==> config.mk <==
export PLATFORM = sky130hd
export DESIGN_NAME = rms_math
export DESIGN_NICKNAME = d
export VERILOG_FILES = /design/src/sv/rolling_mean_stddev_defines.svh /design/src/sv/rms_pkg.sv /design/src/sv/rms_math.sv
export SDC_FILE = /design/constraint.sdc
export NUM_CORES = 2
export LEC_CHECK = 0
export ABC_AREA = 1
export BUFFER_PORTS_ARGS = -buffer_cell sky130_fd_sc_hd__buf_4
export CORE_MARGIN = 2
export CORE_UTILIZATION = 45
export DETAILED_ROUTE_END_ITERATION = 7
export PLACE_DENSITY_LB_ADDON = 0.3
export SYNTH_ARGS = -nofsm -noshare
export SYNTH_HDL_FRONTEND = slang
export SYNTH_SLANG_ARGS = --single-unit
==> constraint.sdc <==
create_clock -name clk -period 18.9 [get_ports clk]
set_input_delay 3.78 -clock clk [delete_from_list [all_inputs] [get_ports clk]]
set_output_delay 3.78 -clock clk [all_outputs]
set_load 0.1 [all_outputs]
==> src/sv/rolling_mean_stddev_defines.svh <==
// Assertion macros shared by the rolling mean and deviation RTL
`ifndef ROLLING_MEAN_STDDEV_DEFINES_SVH
`define ROLLING_MEAN_STDDEV_DEFINES_SVH
// assert an implication on every clock edge outside reset
`define RMS_ASSERT_IMP(label, clk, rst_n, ante, cons, msg) \
  label: assert property (@(posedge clk) disable iff (!rst_n) (ante) |-> (cons)) \
    else $error(msg);
// assert an implication in the next cycle
`define RMS_ASSERT_NXT(label, clk, rst_n, ante, cons, msg) \
  label: assert property (@(posedge clk) disable iff (!rst_n) (ante) |=> (cons)) \
    else $error(msg);
`endif

==> src/sv/rms_pkg.sv <==
// Package: types and constants for the rolling mean and deviation block
`default_nettype none
package rms_pkg;
  localparam int unsigned CfgIdxWindow = 0;
  localparam int unsigned CfgIdxMode   = 1;
  localparam int unsigned CfgIdxBits   = 1;
  localparam int unsigned CfgDataBits  = 7;
  localparam int unsigned SumBits      = 31;
  localparam int unsigned SqBits       = 54;
  localparam int unsigned InBits       = 24;
  localparam int unsigned StdBits      = 23;

  typedef enum logic [3:0] {
    ST_CLEAR, ST_IDLE, ST_RDOLD, ST_UPD, ST_PREP, ST_DIV, ST_SQRT, ST_OUT, ST_DONE
  } state_t;

  // control from the sequencer to the arithmetic unit
  typedef struct packed {
    logic start;
    logic [6:0] divisor;
  } math_ctl_t;

  typedef struct packed {
    logic busy;
    logic done;
  } math_sts_t;
endpackage
`default_nettype wire

==> src/sv/rms_math.sv <==
// Bit-serial divider and square root: mean, mean of squares, deviation
`default_nettype none
module rms_math #(
  parameter int unsigned SAMPLE_BITS = 24
) (
  input  wire logic clk,
  input  wire logic rst_n,
  input  wire rms_pkg::math_ctl_t ctl,
  input  wire logic signed [rms_pkg::SumBits-1:0] sum_in,
  input  wire logic [rms_pkg::SqBits-1:0] sq_in,
  output rms_pkg::math_sts_t sts,
  output logic signed [rms_pkg::InBits-1:0] mean_out,
  output logic [rms_pkg::StdBits-1:0] std_out
);
  localparam int unsigned SB = rms_pkg::SumBits;
  localparam int unsigned QB = rms_pkg::SqBits;
  localparam int unsigned CB = 6;
  localparam logic signed [47:0] MaxV = (48'sd1 <<< (SAMPLE_BITS - 1)) - 48'sd1;
  localparam logic signed [47:0] MinV = -(48'sd1 <<< (SAMPLE_BITS - 1));

  typedef enum logic [2:0] {M_IDLE, M_DIV, M_MUL, M_SQRT, M_FIN} mst_t;

  mst_t st_r, st_nxt;
  logic [CB-1:0] cnt_r, cnt_nxt;
  logic [6:0] d_r;
  logic neg_r;
  // dividend shift registers; quotient bits enter at the bottom
  logic [SB-1:0] qs_r;
  logic [7:0] rs_r;
  logic [QB-1:0] qq_r;
  logic [7:0] rq_r;
  logic [47:0] msq_r;
  logic [53:0] var_r;
  logic [26:0] root_r;
  logic [28:0] srem_r;
  logic [47:0] sqmean_r;
  logic signed [47:0] meanv_r;
  logic done_r;
  logic [8:0] ts, tq;
  logic [28:0] trial;

  assign sts.busy = (st_r != M_IDLE);
  assign sts.done = done_r;

  always_comb begin
    st_nxt = st_r;
    cnt_nxt = cnt_r;
    case (st_r)
      M_IDLE: if (ctl.start) begin st_nxt = M_DIV; cnt_nxt = '0; end
      M_DIV: begin
        cnt_nxt = cnt_r + 1'b1;
        if (cnt_r == CB'(QB - 1)) begin st_nxt = M_MUL; cnt_nxt = '0; end
      end
      M_MUL: begin st_nxt = M_SQRT; cnt_nxt = '0; end
      M_SQRT: begin
        cnt_nxt = cnt_r + 1'b1;
        if (cnt_r == CB'(27)) st_nxt = M_FIN;
      end
      M_FIN: st_nxt = M_IDLE;
      default: st_nxt = M_IDLE;
    endcase
  end

  always_ff @(posedge clk) begin
    if (!rst_n) begin
      st_r <= M_IDLE;
      cnt_r <= '0;
      done_r <= 1'b0;
    end else begin
      st_r <= st_nxt;
      cnt_r <= cnt_nxt;
      done_r <= (st_r == M_FIN);
    end
  end

  // one restoring step per cycle for both quotients
  always_comb begin
    ts = {rs_r, qs_r[SB-1]};
    tq = {rq_r, qq_r[QB-1]};
    trial = srem_r - {root_r, 2'b01};
  end

  always_ff @(posedge clk) begin
    case (st_r)
      M_IDLE: if (ctl.start) begin
        d_r <= (ctl.divisor == '0) ? 7'd1 : ctl.divisor;
        neg_r <= sum_in[SB-1];
        qs_r <= sum_in[SB-1] ? SB'(-sum_in) : sum_in;
        rs_r <= '0;
        qq_r <= sq_in;
        rq_r <= '0;
      end
      M_DIV: begin
        if (cnt_r < CB'(SB)) begin
          if (ts >= {2'b0, d_r}) begin
            rs_r <= 8'(ts - {2'b0, d_r}); qs_r <= {qs_r[SB-2:0], 1'b1};
          end else begin
            rs_r <= ts[7:0]; qs_r <= {qs_r[SB-2:0], 1'b0};
          end
        end
        if (tq >= {2'b0, d_r}) begin
          rq_r <= 8'(tq - {2'b0, d_r}); qq_r <= {qq_r[QB-2:0], 1'b1};
        end else begin
          rq_r <= tq[7:0]; qq_r <= {qq_r[QB-2:0], 1'b0};
        end
      end
      M_MUL: begin
        meanv_r <= neg_r ? -48'(signed'({1'b0, qs_r})) : 48'(signed'({1'b0, qs_r}));
        // |mean| <= 2^23, square fits 47 bits; msq < 2^48
        sqmean_r <= 48'(qs_r[23:0]) * 48'(qs_r[23:0]);
        msq_r <= qq_r[47:0];
        root_r <= '0;
        srem_r <= '0;
      end
      M_SQRT: begin
        if (cnt_r == '0) begin
          // top pair goes to the remainder now; keep the next pair on top
          var_r <= (msq_r > sqmean_r) ? (54'(msq_r - sqmean_r) << 2) : '0;
        end else begin
          var_r <= {var_r[51:0], 2'b00};
        end
      end
      default: ;
    endcase
    // root digit recurrence, one bit per cycle after the variance is set
    if (st_r == M_SQRT && cnt_r != '0) begin
      if (!trial[28]) begin
        srem_r <= {trial[26:0], var_r[53:52]};
        root_r <= {root_r[25:0], 1'b1};
      end else begin
        srem_r <= {srem_r[26:0], var_r[53:52]};
        root_r <= {root_r[25:0], 1'b0};
      end
    end else if (st_r == M_SQRT) begin
      srem_r <= 29'(((msq_r > sqmean_r) ? 54'(msq_r - sqmean_r) : 54'd0) >> 52);
    end
    if (st_r == M_FIN) begin
      if (meanv_r > MaxV) mean_out <= MaxV[23:0];
      else if (meanv_r < MinV) mean_out <= MinV[23:0];
      else mean_out <= meanv_r[23:0];
      if ({21'b0, root_r} > MaxV) std_out <= MaxV[22:0];
      else std_out <= root_r[22:0];
    end
  end
endmodule
`default_nettype wire

==> run_results.csv <==
group,metric,value,unit
yosys,syn_area,0.04144,mm2
worst_setup_path,endpoint_kind,"register",
worst_setup_path,r2r-start,"qs_r[6]",
yosys,ys_top_cells_by_count,"nand2_1, inv_1, fa_1, edfxtp_1, nor2_1",
placed_design,dpl.hpwl,91.09,mm
hold_path,hold_class,"register to register",
timing,finalCritPeriodShare,38.01,%
floorplan,core,0.09152,mm2
timing,fin_tns_setup,0,ns
yosys,synth_ff_type,"edfxtp_1",
floorplan,initial_utilization,45.28,%
timing,slew_headroom,21.40,%
clock_network,cts-root-buf,"clkbuf_16",
hold_path,hold_path_depth,0,
clock_network,cts_tree,"yes",
clock_network,post_cts_resize_count,0,
yosys,yosysSeqAreaShare,29.83,%
layout,syn_to_final_growth,9.489,%
worst_setup_path,r2r_slack,11.72,ns
hold_path,worst_hold_startpoint,"qq_r[42]",
clock_network,postCtsHoldBufs,0,
worst_setup_path,worstPathRequired,19.30,ns
timing,rsz0062_at_grt,"no",
worst_setup_path,critPathKind,"register to register",
yosys,yosys_register_bits,415,
worst_setup_path,reg2regPathDepth,25,
timing,finalMaxSlewViolations,0,
hold_path,hold_end,"msq_r[42]",
grt,grt_pass1_vias,32510,
grt,overflow,0,
worst_setup_path,worstPathArrival,7.58,ns
yosys,syn-instance-count,5058,
clock_network,cts_max_level,2,
yosys,avgSynthCellArea,8.193,um2
placed_design,dp.cells,6290,
outcome,status,"finished clean",
clock_network,cts_buffers,48,
placed_design,gp_congestion,0.9678,
timing,max_freq,0.1392,GHz
clock_network,clockBufferDepth,3,
yosys,async_flop_share,0,%
floorplan,io_pins,144,
placed_design,place_area,0.04374,mm2
grt,grt_use_total,24.34,%
clock_network,path_clk_slew,0.07,ns
yosys,syn_nets,5859,
grt,grt_first_pass_wirelength,177.9,mm
grt,grt_max_degree,84,
yosys,synth.area.top_cells,"edfxtp_1, fa_1, nand2_1, inv_1, ha_1",
drt,vias_per_cell,5.002,
yosys,synth.most_common_cell,"nand2_1",
floorplan,die_x,307.5,um
clock_network,post-cts-setup-buffer-count,0,
floorplan,dieArea,0.09454,mm2
yosys,yosysTopAreaCellShare,29.35,%
grt,antenna_found_initial,5,
worst_setup_path,rr_endpoint,"sqmean_r[23]",
layout,fin_nets,5955,
timing,hold_violations,0,
timing,tightest_slew,1.179,ns
layout,design_area,0.04537,mm2
placed_design,numPortBuffers,143,
layout,layout.cells.non_filler,6382,
worst_setup_path,cp_max_fo,18,
worst_setup_path,cp-start-kind,"register",
timing,fin_crit,7.184,ns
yosys,yosys.area.top_type,"edfxtp_1",
timing,finalClockSkew,0.03111,ns
floorplan,placementRows,111,
run,maxCapViolCount,0,
drt,via_count,31920,
timing,setup_viol,0,
drt,drt-initial-drc-count,2431,
drt,firstDrtPassIters,5,
clock_network,clock-sinks,415,
floorplan,fp.dieH,307.5,um
yosys,synth-edff-count,405,
clock_network,clock_latency,0.61,ns
drt,antenna_left,0,
layout,drive_gt1_share,6.567,%
yosys,ys_types,53,
yosys,yosysWarnings,0,
drt,drc,0,
drt,wire_per_inst,17.80,um
drt,wl,113.6,mm
## per-layer routing
metal  vias up  GRT usage [%]  share of wire [%]
li1      15550              -                  -
met1     15380          32.50                 44
met2       831          40.20                 47
met3       166          3.661                5.9
met4         2          8.962                3.7
met5         -              0             0.0088
## worst max path at each step
stage,slack (ns),endpoint,depth (start not counted),from
floorplan,12.56,sqmean_r[44],28,qs_r[10]
global route,11.25,sqmean_r[23],25,qs_r[6]
global placement,11.79,sqmean_r[23],25,qs_r[6]
CTS,11.79,sqmean_r[23],25,qs_r[6]
finish,11.72,sqmean_r[23],25,qs_r[6]
detailed placement,11.81,sqmean_r[23],25,qs_r[6]
## critical path: stages, from the launching register on
cell      delay, ns
edfxtp_1       0.67
buf_4          0.35
nand2_1        0.16
fa_1           0.53
inv_1          0.05
fa_1           0.51
inv_1          0.06
fa_1           0.52
inv_1          0.05
fa_1           0.50
inv_1          0.05
fa_1           0.47
inv_1          0.05
fa_1           0.53
inv_1          0.05
fa_1           0.53
inv_1          0.04
ha_1           0.36
nand2_1        0.12
nor2_1         0.16
inv_1          0.08
nor2_1         0.12
inv_1          0.09
nor4_1         0.41
a21oi_1        0.16
xnor2_1        0.30
## logic make-up after synthesis
kind of cell,after synthesis,synth area share [%]
fa+ha+maj,706,29.18
flops,415,29.83
compound gates,397,5.286
buf+inv,1365,12.56
simple gates,2017,19.81
xor+xnor,158,3.339
## per-stage QoR
step	utilization, %	worst slack [ns]	hold WS (ns)
2_1_floorplan	-	12.56	0.4268
3_3_place_gp	47.79	11.79	0.4315
3_5_place_dp	47.79	11.81	0.4326
4_1_cts	49.57	11.79	0.4410
5_1_grt	49.58	11.25	0.4457
6_report	49.58	11.72	0.4382
## cells in the final DEF, fill, tap and decap left out, types with 5 or more instances in the layout
cell and instances:
a21o_1 11, a21oi_1 165, a31oi_1 17, and2_1 6
buf_4 181, bufinv_16 6, clkbuf_1 7, clkbuf_16 48
clkinv_1 8, clkinv_2 10, dfxtp_1 10, edfxtp_1 405
fa_1 434, ha_1 272, inv_1 1209, inv_2 16
nand2_1 1386, nand2_2 9, nand3_1 124, nand3_2 6
nand3b_1 10, nand4_1 46, nor2_1 341, nor2_2 14
nor2_4 5, nor3_1 29, nor3b_1 5, nor4_1 19
o21a_1 10, o21ai_0 151, o21ai_1 7, o21ai_2 11
o21bai_1 11, or2_2 5, xnor2_1 60, xor2_1 98
## flip-flops by register name (all words and copies together) (netlist names)
| register | flops |
|---|---|
| done_r | 1 |
| rq_r | 8 |
| std_out | 23 |
| cnt_r | 6 |
| neg_r | 1 |
| qq_r | 54 |
| root_r | 27 |
| d_r | 7 |
| var_r | 52 |
| sqmean_r | 47 |
| meanv_r | 46 |
| mean_out | 24 |
| msq_r | 48 |
| rs_r | 8 |
| st_r | 3 |
| srem_r | 29 |
| qs_r | 31 |
## layout make-up
cell class | instances | area (um2)
Tap cell | 1186 | 1484
Clock inverter | 32 | 376.6
Antenna cell | 3 | 7.507
Multi-Input combinational cell | 3278 | 23910
Clock buffer | 57 | 1255
Timing Repair Buffer | 181 | 1359
Sequential cell | 415 | 12360
Inverter | 1230 | 4623
Fill cell | 8909 | 46150
Power is left out: the tool's default activity adds up to more than one toggle a clock period on the data nets, which glitch-free logic cannot reach.
